### src/lsa_pkg.sv
// Shared constants, payload types and controller/datapath links for the alignment scorer.
`default_nettype none
package lsa_pkg;

   localparam int MAX_REF_LEN   = 64;
   localparam int MAX_QUERY_LEN = 64;
   localparam int SYMBOL_BITS   = 8;

   localparam int REF_LEN_BITS    = $clog2(MAX_REF_LEN + 1);
   localparam int QUERY_LEN_BITS  = $clog2(MAX_QUERY_LEN + 1);
   localparam int REF_ADDR_BITS   = $clog2(MAX_REF_LEN);
   localparam int QUERY_ADDR_BITS = $clog2(MAX_QUERY_LEN);

   // field widths fixed by the interface
   localparam int OP_BITS    = 2;
   localparam int SYM_BITS   = 8;
   localparam int BEST_BITS  = 11;
   localparam int POS_BITS   = 7;
   localparam int GAP_BITS   = 6;
   localparam int MATCH_BITS = 5;
   localparam int MIS_BITS   = 6;
   localparam int CSR_BITS   = 6;
   localparam int CSR_IDX_BITS = 2;

   // internal score widths: stored signed scores and one guard bit for sums
   localparam int SCORE_BITS = 12;
   localparam int SUM_BITS   = SCORE_BITS + 1;

   localparam logic [OP_BITS-1:0] OP_REF   = 2'd0;
   localparam logic [OP_BITS-1:0] OP_QUERY = 2'd1;
   localparam logic [OP_BITS-1:0] OP_RUN   = 2'd2;

   localparam logic [CSR_IDX_BITS-1:0] CSR_FIRST_GAP = 2'd0;
   localparam logic [CSR_IDX_BITS-1:0] CSR_GAP_STEP  = 2'd1;
   localparam logic [CSR_IDX_BITS-1:0] CSR_MATCH     = 2'd2;
   localparam logic [CSR_IDX_BITS-1:0] CSR_MISMATCH  = 2'd3;

   typedef struct packed {
      logic [OP_BITS-1:0]  op;
      logic [SYM_BITS-1:0] symbol;
   } req_type;

   typedef struct packed {
      logic [BEST_BITS-1:0] best_score;
      logic [POS_BITS-1:0]  ref_end;
      logic [POS_BITS-1:0]  query_end;
      logic                 empty_input;
   } rsp_type;

   typedef struct packed {
      logic                       load_ref;
      logic                       load_query;
      logic                       fetch;
      logic                       calc;
      logic                       first_row;
      logic                       first_col;
      logic                       post;
      logic                       empty;
      logic [REF_ADDR_BITS-1:0]   ref_addr;
      logic [QUERY_ADDR_BITS-1:0] query_addr;
      logic [REF_LEN_BITS-1:0]    row_pos;
      logic [QUERY_LEN_BITS-1:0]  col_pos;
   } cmd_type;

   typedef struct packed {
      logic [REF_LEN_BITS-1:0]   ref_len;
      logic [QUERY_LEN_BITS-1:0] query_len;
      logic                      rsp_full;
   } stat_type;

endpackage
`default_nettype wire

### src/lsa_ctrl.sv
// Sequencer for loads and for the row-by-row walk of the score grid.
`default_nettype none
module lsa_ctrl (
   input  logic                          clock,
   input  logic                          reset,
   input  logic                          req_valid,
   input  logic [lsa_pkg::OP_BITS-1:0]   req_op,
   output logic                          req_stall,
   input  logic                          rsp_stall,
   input  lsa_pkg::stat_type             stat,
   output lsa_pkg::cmd_type              cmd
);
   import lsa_pkg::*;

   typedef enum logic [3:0] {
      ST_IDLE  = 4'b0001,
      ST_FETCH = 4'b0010,
      ST_CALC  = 4'b0100,
      ST_DONE  = 4'b1000
   } state_type;

   state_type                 state_ff, state_in;
   logic [REF_LEN_BITS-1:0]   row_ff, row_in;
   logic [QUERY_LEN_BITS-1:0] col_ff, col_in;
   logic                      empty_ff, empty_in;
   logic                      accept;
   logic [REF_LEN_BITS-1:0]   row_less;
   logic [QUERY_LEN_BITS-1:0] col_less;

   assign row_less = row_ff - REF_LEN_BITS'(1);
   assign col_less = col_ff - QUERY_LEN_BITS'(1);

   always_comb begin
      state_in = state_ff;
      row_in   = row_ff;
      col_in   = col_ff;
      empty_in = empty_ff;
      req_stall = (state_ff != ST_IDLE);
      accept   = req_valid && !req_stall;

      cmd            = '0;
      cmd.first_row  = (row_ff == REF_LEN_BITS'(1));
      cmd.first_col  = (col_ff == QUERY_LEN_BITS'(1));
      cmd.empty      = empty_ff;
      cmd.ref_addr   = row_less[REF_ADDR_BITS-1:0];
      cmd.query_addr = col_less[QUERY_ADDR_BITS-1:0];
      cmd.row_pos    = row_ff;
      cmd.col_pos    = col_ff;

      case (state_ff)
         ST_IDLE: begin
            if (accept) begin
               case (req_op)
                  OP_REF:   cmd.load_ref = 1'b1;
                  OP_QUERY: cmd.load_query = 1'b1;
                  OP_RUN: begin
                     row_in = REF_LEN_BITS'(1);
                     col_in = QUERY_LEN_BITS'(1);
                     if (stat.ref_len == '0 || stat.query_len == '0) begin
                        empty_in = 1'b1;
                        state_in = ST_DONE;
                     end else begin
                        empty_in = 1'b0;
                        state_in = ST_FETCH;
                     end
                  end
                  default: ;
               endcase
            end
         end
         ST_FETCH: begin
            cmd.fetch = 1'b1;
            state_in  = ST_CALC;
         end
         ST_CALC: begin
            cmd.calc = 1'b1;
            state_in = ST_FETCH;
            if (col_ff == stat.query_len) begin
               col_in = QUERY_LEN_BITS'(1);
               if (row_ff == stat.ref_len) begin
                  state_in = ST_DONE;
               end else begin
                  row_in = row_ff + REF_LEN_BITS'(1);
               end
            end else begin
               col_in = col_ff + QUERY_LEN_BITS'(1);
            end
         end
         ST_DONE: begin
            // hold until the result register is free
            if (!stat.rsp_full || !rsp_stall) begin
               cmd.post = 1'b1;
               state_in = ST_IDLE;
            end
         end
         default: state_in = ST_IDLE;
      endcase
   end

   always_ff @(posedge clock) begin
      if (reset) begin
         state_ff <= ST_IDLE;
         empty_ff <= 1'b0;
      end else begin
         state_ff <= state_in;
         empty_ff <= empty_in;
      end
      row_ff <= row_in;
      col_ff <= col_in;
   end

endmodule
`default_nettype wire

### src/lsa_datapath.sv
// Symbol stores, row buffers, cell arithmetic, best-cell tracking and the result register.
`default_nettype none
module lsa_datapath (
   input  logic                              clock,
   input  logic                              reset,
   input  logic                              csr_write,
   input  logic [lsa_pkg::CSR_IDX_BITS-1:0]  csr_index,
   input  logic [lsa_pkg::CSR_BITS-1:0]      csr_wdata,
   input  logic [lsa_pkg::SYM_BITS-1:0]      req_symbol,
   input  lsa_pkg::cmd_type                  cmd,
   output lsa_pkg::stat_type                 stat,
   output logic                              rsp_valid,
   input  logic                              rsp_stall,
   output lsa_pkg::rsp_type                  rsp_data
);
   import lsa_pkg::*;

   localparam logic signed [SCORE_BITS-1:0] NO_GAP = {1'b1, {(SCORE_BITS-1){1'b0}}};
   localparam logic signed [SUM_BITS-1:0]   NO_GAP_W = {1'b1, NO_GAP};

   logic [GAP_BITS-1:0]   first_gap_ff, gap_step_ff;
   logic [MATCH_BITS-1:0] match_ff;
   logic [MIS_BITS-1:0]   mismatch_ff;

   logic [SYMBOL_BITS-1:0] ref_mem   [MAX_REF_LEN];
   logic [SYMBOL_BITS-1:0] query_mem [MAX_QUERY_LEN];
   logic [SCORE_BITS-1:0]  row_mem   [MAX_QUERY_LEN];
   logic [SCORE_BITS-1:0]  vgap_mem  [MAX_QUERY_LEN];

   logic [REF_LEN_BITS-1:0]   ref_len_ff;
   logic [QUERY_LEN_BITS-1:0] query_len_ff;

   logic [SYMBOL_BITS-1:0]        ref_rd_ff, query_rd_ff;
   logic signed [SCORE_BITS-1:0]  row_rd_ff, vgap_rd_ff;
   logic signed [SCORE_BITS-1:0]  diag_ff, left_ff, horiz_ff;
   logic [BEST_BITS-1:0]          best_ff;
   logic [REF_LEN_BITS-1:0]       best_row_ff;
   logic [QUERY_LEN_BITS-1:0]     best_col_ff;
   logic                          rsp_valid_ff;
   rsp_type                       rsp_ff;

   logic signed [SUM_BITS-1:0] open_w, ext_w, score_w;
   logic signed [SUM_BITS-1:0] up_w, vg_w, left_w, hz_w, diag_w;
   logic signed [SUM_BITS-1:0] va, vb, vert_w, ha, hb, horiz_w, dsum, h_w;
   logic                       take_best;

   // configuration registers
   always_ff @(posedge clock) begin
      if (reset) begin
         first_gap_ff <= GAP_BITS'(3);
         gap_step_ff  <= GAP_BITS'(2);
         match_ff     <= MATCH_BITS'(1);
         mismatch_ff  <= '1;
      end else if (csr_write) begin
         case (csr_index)
            CSR_FIRST_GAP: first_gap_ff <= csr_wdata[GAP_BITS-1:0];
            CSR_GAP_STEP:  gap_step_ff  <= csr_wdata[GAP_BITS-1:0];
            CSR_MATCH:     match_ff     <= csr_wdata[MATCH_BITS-1:0];
            CSR_MISMATCH:  mismatch_ff  <= csr_wdata[MIS_BITS-1:0];
            default: ;
         endcase
      end
   end

   // lengths: appends past capacity are dropped, a posted result clears both
   always_ff @(posedge clock) begin
      if (reset) begin
         ref_len_ff   <= '0;
         query_len_ff <= '0;
      end else if (cmd.post) begin
         ref_len_ff   <= '0;
         query_len_ff <= '0;
      end else begin
         if (cmd.load_ref && ref_len_ff < REF_LEN_BITS'(MAX_REF_LEN))
            ref_len_ff <= ref_len_ff + REF_LEN_BITS'(1);
         if (cmd.load_query && query_len_ff < QUERY_LEN_BITS'(MAX_QUERY_LEN))
            query_len_ff <= query_len_ff + QUERY_LEN_BITS'(1);
      end
   end

   always_ff @(posedge clock) begin
      if (cmd.load_ref && ref_len_ff < REF_LEN_BITS'(MAX_REF_LEN))
         ref_mem[ref_len_ff[REF_ADDR_BITS-1:0]] <= req_symbol[SYMBOL_BITS-1:0];
      if (cmd.fetch)
         ref_rd_ff <= ref_mem[cmd.ref_addr];
   end

   always_ff @(posedge clock) begin
      if (cmd.load_query && query_len_ff < QUERY_LEN_BITS'(MAX_QUERY_LEN))
         query_mem[query_len_ff[QUERY_ADDR_BITS-1:0]] <= req_symbol[SYMBOL_BITS-1:0];
      if (cmd.fetch)
         query_rd_ff <= query_mem[cmd.query_addr];
   end

   always_ff @(posedge clock) begin
      if (cmd.calc)
         row_mem[cmd.query_addr] <= h_w[SCORE_BITS-1:0];
      if (cmd.fetch)
         row_rd_ff <= row_mem[cmd.query_addr];
   end

   always_ff @(posedge clock) begin
      if (cmd.calc)
         vgap_mem[cmd.query_addr] <= vert_w[SCORE_BITS-1:0];
      if (cmd.fetch)
         vgap_rd_ff <= vgap_mem[cmd.query_addr];
   end

   // cell arithmetic; the first row and column see the grid border
   always_comb begin
      open_w  = {{(SUM_BITS-GAP_BITS){1'b0}}, first_gap_ff};
      ext_w   = {{(SUM_BITS-GAP_BITS){1'b0}}, gap_step_ff};
      if (ref_rd_ff == query_rd_ff)
         score_w = {{(SUM_BITS-MATCH_BITS){1'b0}}, match_ff};
      else
         score_w = {{(SUM_BITS-MIS_BITS){mismatch_ff[MIS_BITS-1]}}, mismatch_ff};

      up_w   = cmd.first_row ? '0 : {row_rd_ff[SCORE_BITS-1], row_rd_ff};
      vg_w   = cmd.first_row ? NO_GAP_W : {vgap_rd_ff[SCORE_BITS-1], vgap_rd_ff};
      left_w = cmd.first_col ? '0 : {left_ff[SCORE_BITS-1], left_ff};
      hz_w   = cmd.first_col ? NO_GAP_W : {horiz_ff[SCORE_BITS-1], horiz_ff};
      diag_w = cmd.first_col ? '0 : {diag_ff[SCORE_BITS-1], diag_ff};

      va = up_w - open_w;
      vb = vg_w - ext_w;
      vert_w = (va > vb) ? va : vb;
      if (vert_w < NO_GAP_W)
         vert_w = NO_GAP_W;

      ha = left_w - open_w;
      hb = hz_w - ext_w;
      horiz_w = (ha > hb) ? ha : hb;
      if (horiz_w < NO_GAP_W)
         horiz_w = NO_GAP_W;

      dsum = diag_w + score_w;
      h_w  = (dsum > 0) ? dsum : '0;
      if (vert_w > h_w)
         h_w = vert_w;
      if (horiz_w > h_w)
         h_w = horiz_w;

      take_best = (cmd.first_row && cmd.first_col) || (h_w[BEST_BITS-1:0] > best_ff);
   end

   always_ff @(posedge clock) begin
      if (cmd.calc) begin
         diag_ff  <= up_w[SCORE_BITS-1:0];
         left_ff  <= h_w[SCORE_BITS-1:0];
         horiz_ff <= horiz_w[SCORE_BITS-1:0];
         if (take_best) begin
            best_ff     <= h_w[BEST_BITS-1:0];
            best_row_ff <= cmd.row_pos;
            best_col_ff <= cmd.col_pos;
         end
      end
   end

   // result register: load on post, drop when taken
   always_ff @(posedge clock) begin
      if (reset) begin
         rsp_valid_ff <= 1'b0;
      end else if (cmd.post) begin
         rsp_valid_ff <= 1'b1;
      end else if (!rsp_stall) begin
         rsp_valid_ff <= 1'b0;
      end
      if (cmd.post) begin
         rsp_ff.empty_input <= cmd.empty;
         rsp_ff.best_score  <= cmd.empty ? '0 : best_ff;
         rsp_ff.ref_end     <= cmd.empty ? '0 : POS_BITS'(best_row_ff);
         rsp_ff.query_end   <= cmd.empty ? '0 : POS_BITS'(best_col_ff);
      end
   end

   assign stat.ref_len   = ref_len_ff;
   assign stat.query_len = query_len_ff;
   assign stat.rsp_full  = rsp_valid_ff;
   assign rsp_valid      = rsp_valid_ff;
   assign rsp_data       = rsp_ff;

endmodule
`default_nettype wire

### src/local_alignment_scorer.sv
// Top level of the local alignment scorer: controller, datapath and checks.
//
//  channel  direction  handshake          payload
//  req      in         req_valid/stall    op, symbol
//  rsp      out        rsp_valid/stall    best_score, ref_end, query_end, empty_input
//  csr      in         csr_write          csr_index, csr_wdata
//
// A symbol load leaves the block idle; a run walks the R by Q grid row by row, with
// fetch and calc per cell, as each cell reads and writes the single-port row buffers.
// A run with an empty sequence goes straight to the done state and posts an empty result.
// Reset is synchronous; no clearing pass is needed, the first row sees the border.
// A stalled result is held in its register and loads are still taken meanwhile.
`default_nettype none
module local_alignment_scorer (
   input  logic                              clock,
   input  logic                              reset,
   input  logic                              req_valid,
   output logic                              req_stall,
   input  lsa_pkg::req_type                  req_data,
   output logic                              rsp_valid,
   input  logic                              rsp_stall,
   output lsa_pkg::rsp_type                  rsp_data,
   input  logic                              csr_write,
   input  logic [lsa_pkg::CSR_IDX_BITS-1:0]  csr_index,
   input  logic [lsa_pkg::CSR_BITS-1:0]      csr_wdata
);
   import lsa_pkg::*;

   cmd_type  cmd;
   stat_type stat;

   lsa_ctrl u_ctrl (
      .clock     (clock),
      .reset     (reset),
      .req_valid (req_valid),
      .req_op    (req_data.op),
      .req_stall (req_stall),
      .rsp_stall (rsp_stall),
      .stat      (stat),
      .cmd       (cmd)
   );

   lsa_datapath u_datapath (
      .clock      (clock),
      .reset      (reset),
      .csr_write  (csr_write),
      .csr_index  (csr_index),
      .csr_wdata  (csr_wdata),
      .req_symbol (req_data.symbol),
      .cmd        (cmd),
      .stat       (stat),
      .rsp_valid  (rsp_valid),
      .rsp_stall  (rsp_stall),
      .rsp_data   (rsp_data)
   );

   // an accepted run keeps the request side stalled in the next cycle
   a_run_busy: assert property (@(posedge clock) disable iff (reset)
      (req_valid && !req_stall && req_data.op == OP_RUN) |=> req_stall)
      else $error("run request did not make the block busy");

   // a new result only follows a busy period
   a_rsp_after_busy: assert property (@(posedge clock) disable iff (reset)
      $rose(rsp_valid) |-> $past(req_stall))
      else $error("result appeared without a run");

   // a non-empty result always names a real cell
   a_end_nonzero: assert property (@(posedge clock) disable iff (reset)
      (rsp_valid && !rsp_data.empty_input) |-> (rsp_data.ref_end != '0 &&
                                                rsp_data.query_end != '0))
      else $error("best cell position is zero");

endmodule
`default_nettype wire

### config.mk
export PLATFORM = sky130hd
export DESIGN_NAME = local_alignment_scorer
export DESIGN_NICKNAME = d
export VERILOG_FILES = /design/src/lsa_pkg.sv /design/src/lsa_ctrl.sv /design/src/lsa_datapath.sv /design/src/local_alignment_scorer.sv
export SDC_FILE = /design/constraint.sdc
export NUM_CORES = 2
export LEC_CHECK = 0
export BUFFER_PORTS_ARGS = -buffer_cell sky130_fd_sc_hd__buf_4
export CORE_MARGIN = 10
export CORE_UTILIZATION = 35
export DETAILED_ROUTE_END_ITERATION = 8
export GPL_TIMING_DRIVEN = 0
export HOLD_SLACK_MARGIN = 0.1
export PLACE_DENSITY_LB_ADDON = 0.1
export RECOVER_POWER = 50
export SLEW_MARGIN = 30
export SYNTH_ARGS = -nofsm -noshare
export SYNTH_HDL_FRONTEND = slang
export SYNTH_SLANG_ARGS = --single-unit
### constraint.sdc
create_clock -name clock -period 23.2 [get_ports clock]
set_input_delay 4.64 -clock clock [delete_from_list [all_inputs] [get_ports clock]]
set_output_delay 4.64 -clock clock [all_outputs]
set_load 0.05 [all_outputs]
* Word level (Yosys, flattened, before mapping)
Memories as Yosys holds them, arrays and structs flattened. A register that Yosys moved wholly into a read port is not among the register bits.
Cells that the tools add are included.
** Storage, ports and cells
- Word-level logic and storage cells :: 136
- Memory bits (writable) :: 2560
- Input port bits :: 23
- Output and inout bits :: 28
- Register bits :: 144
- Memories kept :: 4
** Memory list
- u_datapath.row_mem :: depth 64, width 12, read ports 1, clocked after Yosys merged registers in 1, wr ports 1, RTL line lsa_datapath.sv:27 : logic [SCORE_BITS-1:0] row_mem [MAX_QUERY_LEN];
- u_datapath.vgap_mem :: depth 64, width 12, read ports 1, clocked after Yosys merged registers in 1, wr ports 1, RTL line lsa_datapath.sv:28 : logic [SCORE_BITS-1:0] vgap_mem [MAX_QUERY_LEN];
- u_datapath.query_mem :: depth 64, width 8, read ports 1, clocked after Yosys merged registers in 1, wr ports 1, RTL line lsa_datapath.sv:26 : logic [SYMBOL_BITS-1:0] query_mem [MAX_QUERY_LEN];
- u_datapath.ref_mem :: depth 64, width 8, read ports 1, clocked after Yosys merged registers in 1, wr ports 1, RTL line lsa_datapath.sv:25 : logic [SYMBOL_BITS-1:0] ref_mem [MAX_REF_LEN];
** Operators by class
- Reduce and logical (&&, ||, !) cells :: 25
- Equality and inequality tests :: 21
- Multiplexer cells :: 44
- $add $sub $neg :: 11
- $lt $le $gt $ge :: 10
** Operators with widths (count)
- $mux 13 :: 12
- $gt 13x13->1 :: 4
- $sub 13x7->13 :: 4
- $mux 7 :: 5
- $add 7x1->7 const B :: 4
- $pmux 7 s2 :: 2
- $lt 13x12->1 const B :: 2
- $mux 4 :: 6
- $pmux 4 s4 :: 1
- $mux 1 :: 15
- $eq 7x1->1 const B :: 2
- $eq 7x7->1 :: 2
- $logic_not 7->1 :: 2
- $lt 7x7->1 const B :: 2
- $add 13x13->13 :: 1
- $gt 13x1->1 const B :: 1
- $mux 12 :: 1
- $sub 6x1->6 const B :: 2
- $gt 11x11->1 :: 1
- $reduce_and 2->1 :: 5
- $reduce_and 3->1 :: 3
- $eq 8x8->1 :: 1
- $ne 2x1->1 const B :: 4
- $eq 2x2->1 const B :: 3
- 15 further kinds :: 26

* Longest topological paths before layout
- Depth in word-level cells :: 14
- Mapped depth :: 67
- Depth with buffers taken out :: 62

* Hierarchy
Synthesis repeated with hierarchy kept, for this count alone.
** Unflattened totals
- Cells, all modules :: 5965
- Area total of the unflattened synthesis :: 105860.3 µm²
** By module, submodules not included
- lsa_datapath :: cells each 5812, times used 1, area an instance 104457.7 µm², seq. area each 81448.1 µm²
- lsa_ctrl :: cells each 153, times used 1, area an instance 1402.6 µm², seq. area each 520.5 µm²

* Least setup slack after synthesis
Ideal clock, no wire load.
- Path type :: register to register
- Start point :: register u_ctrl.row_ff[1]
- End point :: register u_datapath.best_col_ff[0], enable pin
- Arrival :: 15968 ps
- Setup time :: 415 ps
- Stages on the path, launching flop included :: 63
- Clock period less this slack :: 16384 ps
- Slack :: 6816 ps
- Path through :: edfxtp_1 > inv_1 > ha_1 > or3b_1 > or2_1 > buf_6 > clkbuf_1 > clkbuf_1 > nand2_1 > ha_1 > inv_1 > fa_1 > a21o_1 > a221oi_2 > nand3b_1 > a22o_1 > ha_1 > nand4_1 > (+27 left out) > a21oi_1 > clkbuf_1 > mux2i_1 > ha_1 > nor2b_1 > o21a_1 > o21a_1 > o21a_1 > o21ai_0 > nand2b_1 > a21oi_1 > nor2b_1 > o21ai_0 > nand2b_1 > a21oi_1 > nor2b_1 > o32ai_1 > a21oi_1
** Between the ends
- Longest elaborated chain between the ends :: 14
- Elaborated cells on any way between the ends :: 17
- Classes of those cells :: 2 x add/sub; 5 x order compare; 1 x eq/ne; 6 x mux; 3 x reduce/logical
** RTL lines
- from (decl) :: RTL line lsa_ctrl.sv:23 : logic [REF_LEN_BITS-1:0] row_ff, row_in;
- from (signal assigned) :: RTL line lsa_ctrl.sv:108 : row_ff <= row_in;
- $eq 7x1->1 (*) :: RTL line lsa_ctrl.sv:42 : cmd.first_row = (row_ff == REF_LEN_BITS'(1));
- $mux 13, on equally long branches :: RTL line lsa_datapath.sv:118, lsa_datapath.sv:119
- $sub 13x7->13, on equally long branches :: RTL line lsa_datapath.sv:124, lsa_datapath.sv:125
- $gt 13x13->1 :: RTL line lsa_datapath.sv:126 : vert_w = (va > vb) ? va : vb;
- $mux 13 (*) :: RTL line lsa_datapath.sv:126
- $lt 13x12->1 :: RTL line lsa_datapath.sv:127 : if (vert_w < NO_GAP_W)
- $mux 13 (*) :: RTL line lsa_datapath.sv:127
- net u_datapath.vert_w[0] :: RTL line lsa_datapath.sv:44 : logic signed [SUM_BITS-1:0] va, vb, vert_w, ha, hb, horiz_w, dsum, h_w;
- $gt 13x13->1 :: RTL line lsa_datapath.sv:138 : if (vert_w > h_w)
- $mux 13 (*) :: RTL line lsa_datapath.sv:138
- $gt 13x13->1 :: RTL line lsa_datapath.sv:140 : if (horiz_w > h_w)
- $mux 12 (*) :: RTL line lsa_datapath.sv:140
- net u_datapath.h_w[1] :: RTL line lsa_datapath.sv:44
- $gt 11x11->1 (*) :: RTL line lsa_datapath.sv:143 : take_best = (cmd.first_row && cmd.first_col) || (h_w[BEST_BITS-1:0] > best_ff);
- $logic_or 1x1->1 (*) :: RTL line lsa_datapath.sv:143
- $reduce_and 2->1 (no source line) (*)
- to (signal assigned) :: RTL line lsa_datapath.sv:154 : best_col_ff <= cmd.col_pos;
- to (decl) :: RTL line lsa_datapath.sv:38 : logic [QUERY_LEN_BITS-1:0] best_col_ff;
Mark *: on every way through the listed nets, which the timed path passes. The rest lies on a longest branch.
A chain may end at the register's enable or synchronous reset.

* Worst setup path in the final report
- Start point :: register u_ctrl.row_ff[1]
- End point :: register u_datapath.best_row_ff[2], enable pin
** Between the ends
- Longest elaborated chain between the ends :: 14
- Elaborated cells on any way between the ends :: 17
- Classes of those cells :: 2 x add/sub; 5 x order compare; 1 x eq/ne; 6 x mux; 3 x reduce/logical
** RTL lines
- $eq 7x1->1 (*) :: RTL line lsa_ctrl.sv:42
- $mux 13, on equally long branches :: RTL line lsa_datapath.sv:118, lsa_datapath.sv:119
- $sub 13x7->13, on equally long branches :: RTL line lsa_datapath.sv:124, lsa_datapath.sv:125
- $gt 13x13->1 :: RTL line lsa_datapath.sv:126
- $mux 13 (*) :: RTL line lsa_datapath.sv:126
- $lt 13x12->1 :: RTL line lsa_datapath.sv:127
- $mux 13 (*) :: RTL line lsa_datapath.sv:127
- net u_datapath.vert_w[9] :: RTL line lsa_datapath.sv:44
- $gt 13x13->1 :: RTL line lsa_datapath.sv:138
- $mux 13 (*) :: RTL line lsa_datapath.sv:138
- $gt 13x13->1 :: RTL line lsa_datapath.sv:140
- $mux 12 (*) :: RTL line lsa_datapath.sv:140
- net u_datapath.h_w[1] :: RTL line lsa_datapath.sv:44
- $gt 11x11->1 (*) :: RTL line lsa_datapath.sv:143
- $logic_or 1x1->1 (*) :: RTL line lsa_datapath.sv:143
- $reduce_and 2->1 (no source line) (*)
- to (signal assigned) :: RTL line lsa_datapath.sv:153 : best_row_ff <= cmd.row_pos;
- to (decl) :: RTL line lsa_datapath.sv:37 : logic [REF_LEN_BITS-1:0] best_row_ff;
Marked as above.

==> impl_metrics.toml <==
[logic_synthesis]
synth.top_cell.area_share_pct = 77.1
avgSynthCellArea_um2 = 17.7
yosysSeqAreaShare_pct = 77.9
synthTopCellsByArea = "edfxtp_1, a22oi_1, mux4_2, ha_1, nor2_1"
ys_warn_count = 0
syn_nets = 6062
synthFlopType = "edfxtp_1"
synth_cells = 5933
yosysUniqueCellTypes = 84
synth_edf_count = 2701
synth_area_leader_cell = "edfxtp_1"
ys_async_sr_fraction_pct = 0
ys_ff_latch = 2744
synth_area_um2 = 105000

[cts]
post_cts_buffers = 0
cts_max_level = 5
root_buffer = "clkbuf_16"
cts_resized = 0
numClockSinks = 2744
clk_pin_slew_ns = 0.06
clock_latency_ns = 0.95
cts_hold_buf = 0
cts_tree = "done"
clock_path_buffers = 4
cts_buffers = 303

[setup_path]
startpoint_type = "register"
crit_top_cell = "nor2b_1"
cp.depth = 66
path_max_fanout = 19
slowest_stage = "mux2i_1"
critical_path_class = "reg -> reg"
critPathCaptureType = "register"
cp_data_required_time_ns = 23.85
crit_arrival_ns = 15.94
r2r_cells = 66
critical-path-max-stage-delay_ns = 0.68
critical_path.top_delay_family = "compound AO/OA/AOI/OAI gates"
crit_buf_inv = 12

[pwr]
total_power_uw = 10800
p_leak_uw = 0.0394
peakVddDrop_mv = 0.0627
powerDensity_nw_per_um2 = 86.3

[die]
dieArea_um2 = 323000
die_h_um = 568
top_level_ports = 51
rows = 201
die_width_um = 568
fp.coreArea_um2 = 300000
start_util_pct = 35.1

[outcome]
status = "finished, violations left"
violations = "DRC, capacitance limit, slew limit"

[global_route]
grt_overflow = 0
grt_antenna_before_repair = 53
grt_pass1_vias = 62700
grt_pass1_wl_mm = 590
grt_max_degree = 129
grt_util_all_layers_pct = 27.0

[routing]
wl_per_cell_um = 42.0
drcViolationCount = 1
drtPass1Iterations = 9
drtIter0Drc = 10300
vias_per_cell = 6.14
vias = 66300
ant_nets = 0
wl_mm = 453

[layout]
fin_nets = 6720
multi_input_area_um2 = 22000
final_cell_mix = "edfxtp_1, a22oi_1, clkbuf_1"
drive_gt1_share_pct = 16.4
layout_commonest_cell = "edfxtp_1"
final_core_util_pct = 41.8
n_fill_cell = 26700
regArea_um2 = 82000
area_delta_synth_final_pct = 18.9
fin_area_um2 = 125000

[sta]
slew_viol_final = 1374
slew_headroom_pct = -322
timing.final.crit_share_pct = 65.9
finalHoldViolations = 0
rsz0062_at_grt = "false"
tightest_slew_ns = 6.33
finClkSkew_ns = 0.0605
setup_viol = 0
clock.fmax_mhz = 65.4
fin_crit_ns = 15.29
final.setup.tns_ns = 0

[hold_path]
holdPathStages = 0
hp-class = "reg -> reg"

[place]
hpwl_mm = 326
placed_cell_area_um2 = 119000
gp_congestion = 0.988
placement.io_buffers = 50

[run]
cap_violations = 40
## layer usage
| layer | part of all wire [%] | vias up | routed length, um | global-route usage (%) |
|---|---|---|---|---|
| met5 | 0.095 | - | 430 | 0.588 |
| met4 | 7.6 | 30 | 34300 | 16.1 |
| met3 | 10 | 1157 | 46400 | 7.04 |
| met2 | 44 | 4211 | 199000 | 40.9 |
| met1 | 38 | 34900 | 173000 | 34.8 |
| li1 | - | 26000 | - | - |
## state kept, by name (all words and copies together) (netlist names), 26 cells and up
signal	count
u_datapath.row_mem	768
u_datapath.vgap_mem	768
u_datapath.query_mem	512
u_datapath.ref_mem	512
u_datapath.rsp_data	26
## cells by family after synthesis
logic type	after synthesis	synth area share (%)
buffers and inverters	440	1.60
flip-flops	2744	77.9
AND/OR/NAND/NOR	826	3.89
multiplexers	216	4.06
XOR/XNOR	92	0.766
other	1	0.00356
adder cells (fa/ha/maj)	108	1.32
AO/OA/AOI/OAI	1506	10.5
## worst paths after layout
kind	startpoint	slack (ns)	to
worst max register to register	u_ctrl.row_ff[1]$_SDFFCE_PN0P_	7.91	u_datapath.best_row_ff[2]$_DFFE_PP_
worst max-delay path	u_ctrl.row_ff[1]$_SDFFCE_PN0P_	7.91	u_datapath.best_row_ff[2]$_DFFE_PP_
worst min register to register	u_ctrl.row_ff[3]$_SDFFCE_PN0P_	0.45	u_datapath.best_row_ff[3]$_DFFE_PP_
worst min-delay path	u_ctrl.row_ff[3]$_SDFFCE_PN0P_	0.45	u_datapath.best_row_ff[3]$_DFFE_PP_
## report_power, final
| part | internal [uW] | switching, uW | leakage, uW | total [uW] |
|---|---|---|---|---|
| combinational | 156 | 421 | 0.0101 | 577 |
| sequential | 5500 | 2.54 | 0.0247 | 5500 |
| clock | 2670 | 2040 | 0.00462 | 4710 |
| total | 8330 | 2460 | 0.0394 | 10800 |
## cells in the mapped netlist, types with 98 or more instances
cell type	count
a31oi_1	116
nor2_1	309
nand2_1	120
a22o_1	102
edfxtp_1	2701
a21oi_1	167
nand4_1	167
ha_1	101
mux4_2	168
clkbuf_1	292
inv_1	98
a221oi_1	102
a22oi_1	824
## through the flow
step / hold WS [ns] / worst slack [ns] / std cells
after global placement: 0.437 / -6.32 / 9941
after detailed placement: 0.435 / 8.29 / 10200
final: 0.450 / 7.91 / 10800
after global routing: 0.470 / 6.81 / 10800
after CTS: 0.451 / 8.23 / 10800
after floorplan: 0.421 / 6.82 / 5933
## final cells by class
cell class,count,share of cell area (%)
Buffer,341,1.26
Antenna cell,18,0.0360
Sequential cell,2744,65.5
Timing Repair Buffer,353,3.72
Clock buffer,392,6.53
Multi-Input combinational cell,2749,17.6
Clock inverter,143,1.04
Inverter,99,0.302
Tap cell,3958,3.96
## worst register-to-register path, delay by kind of cell (launching register included)
family                     cells  cell delay, ns
muxes                          2            1.34
AOI/OAI and AO/OA             26            5.09
buffers and inverters         12            3.39
DFF                            1            0.54
and+or+nand+nor               19            2.80
adders and majority gates      7            1.87
No activity file was read; power rests on OpenSTA's default activity.
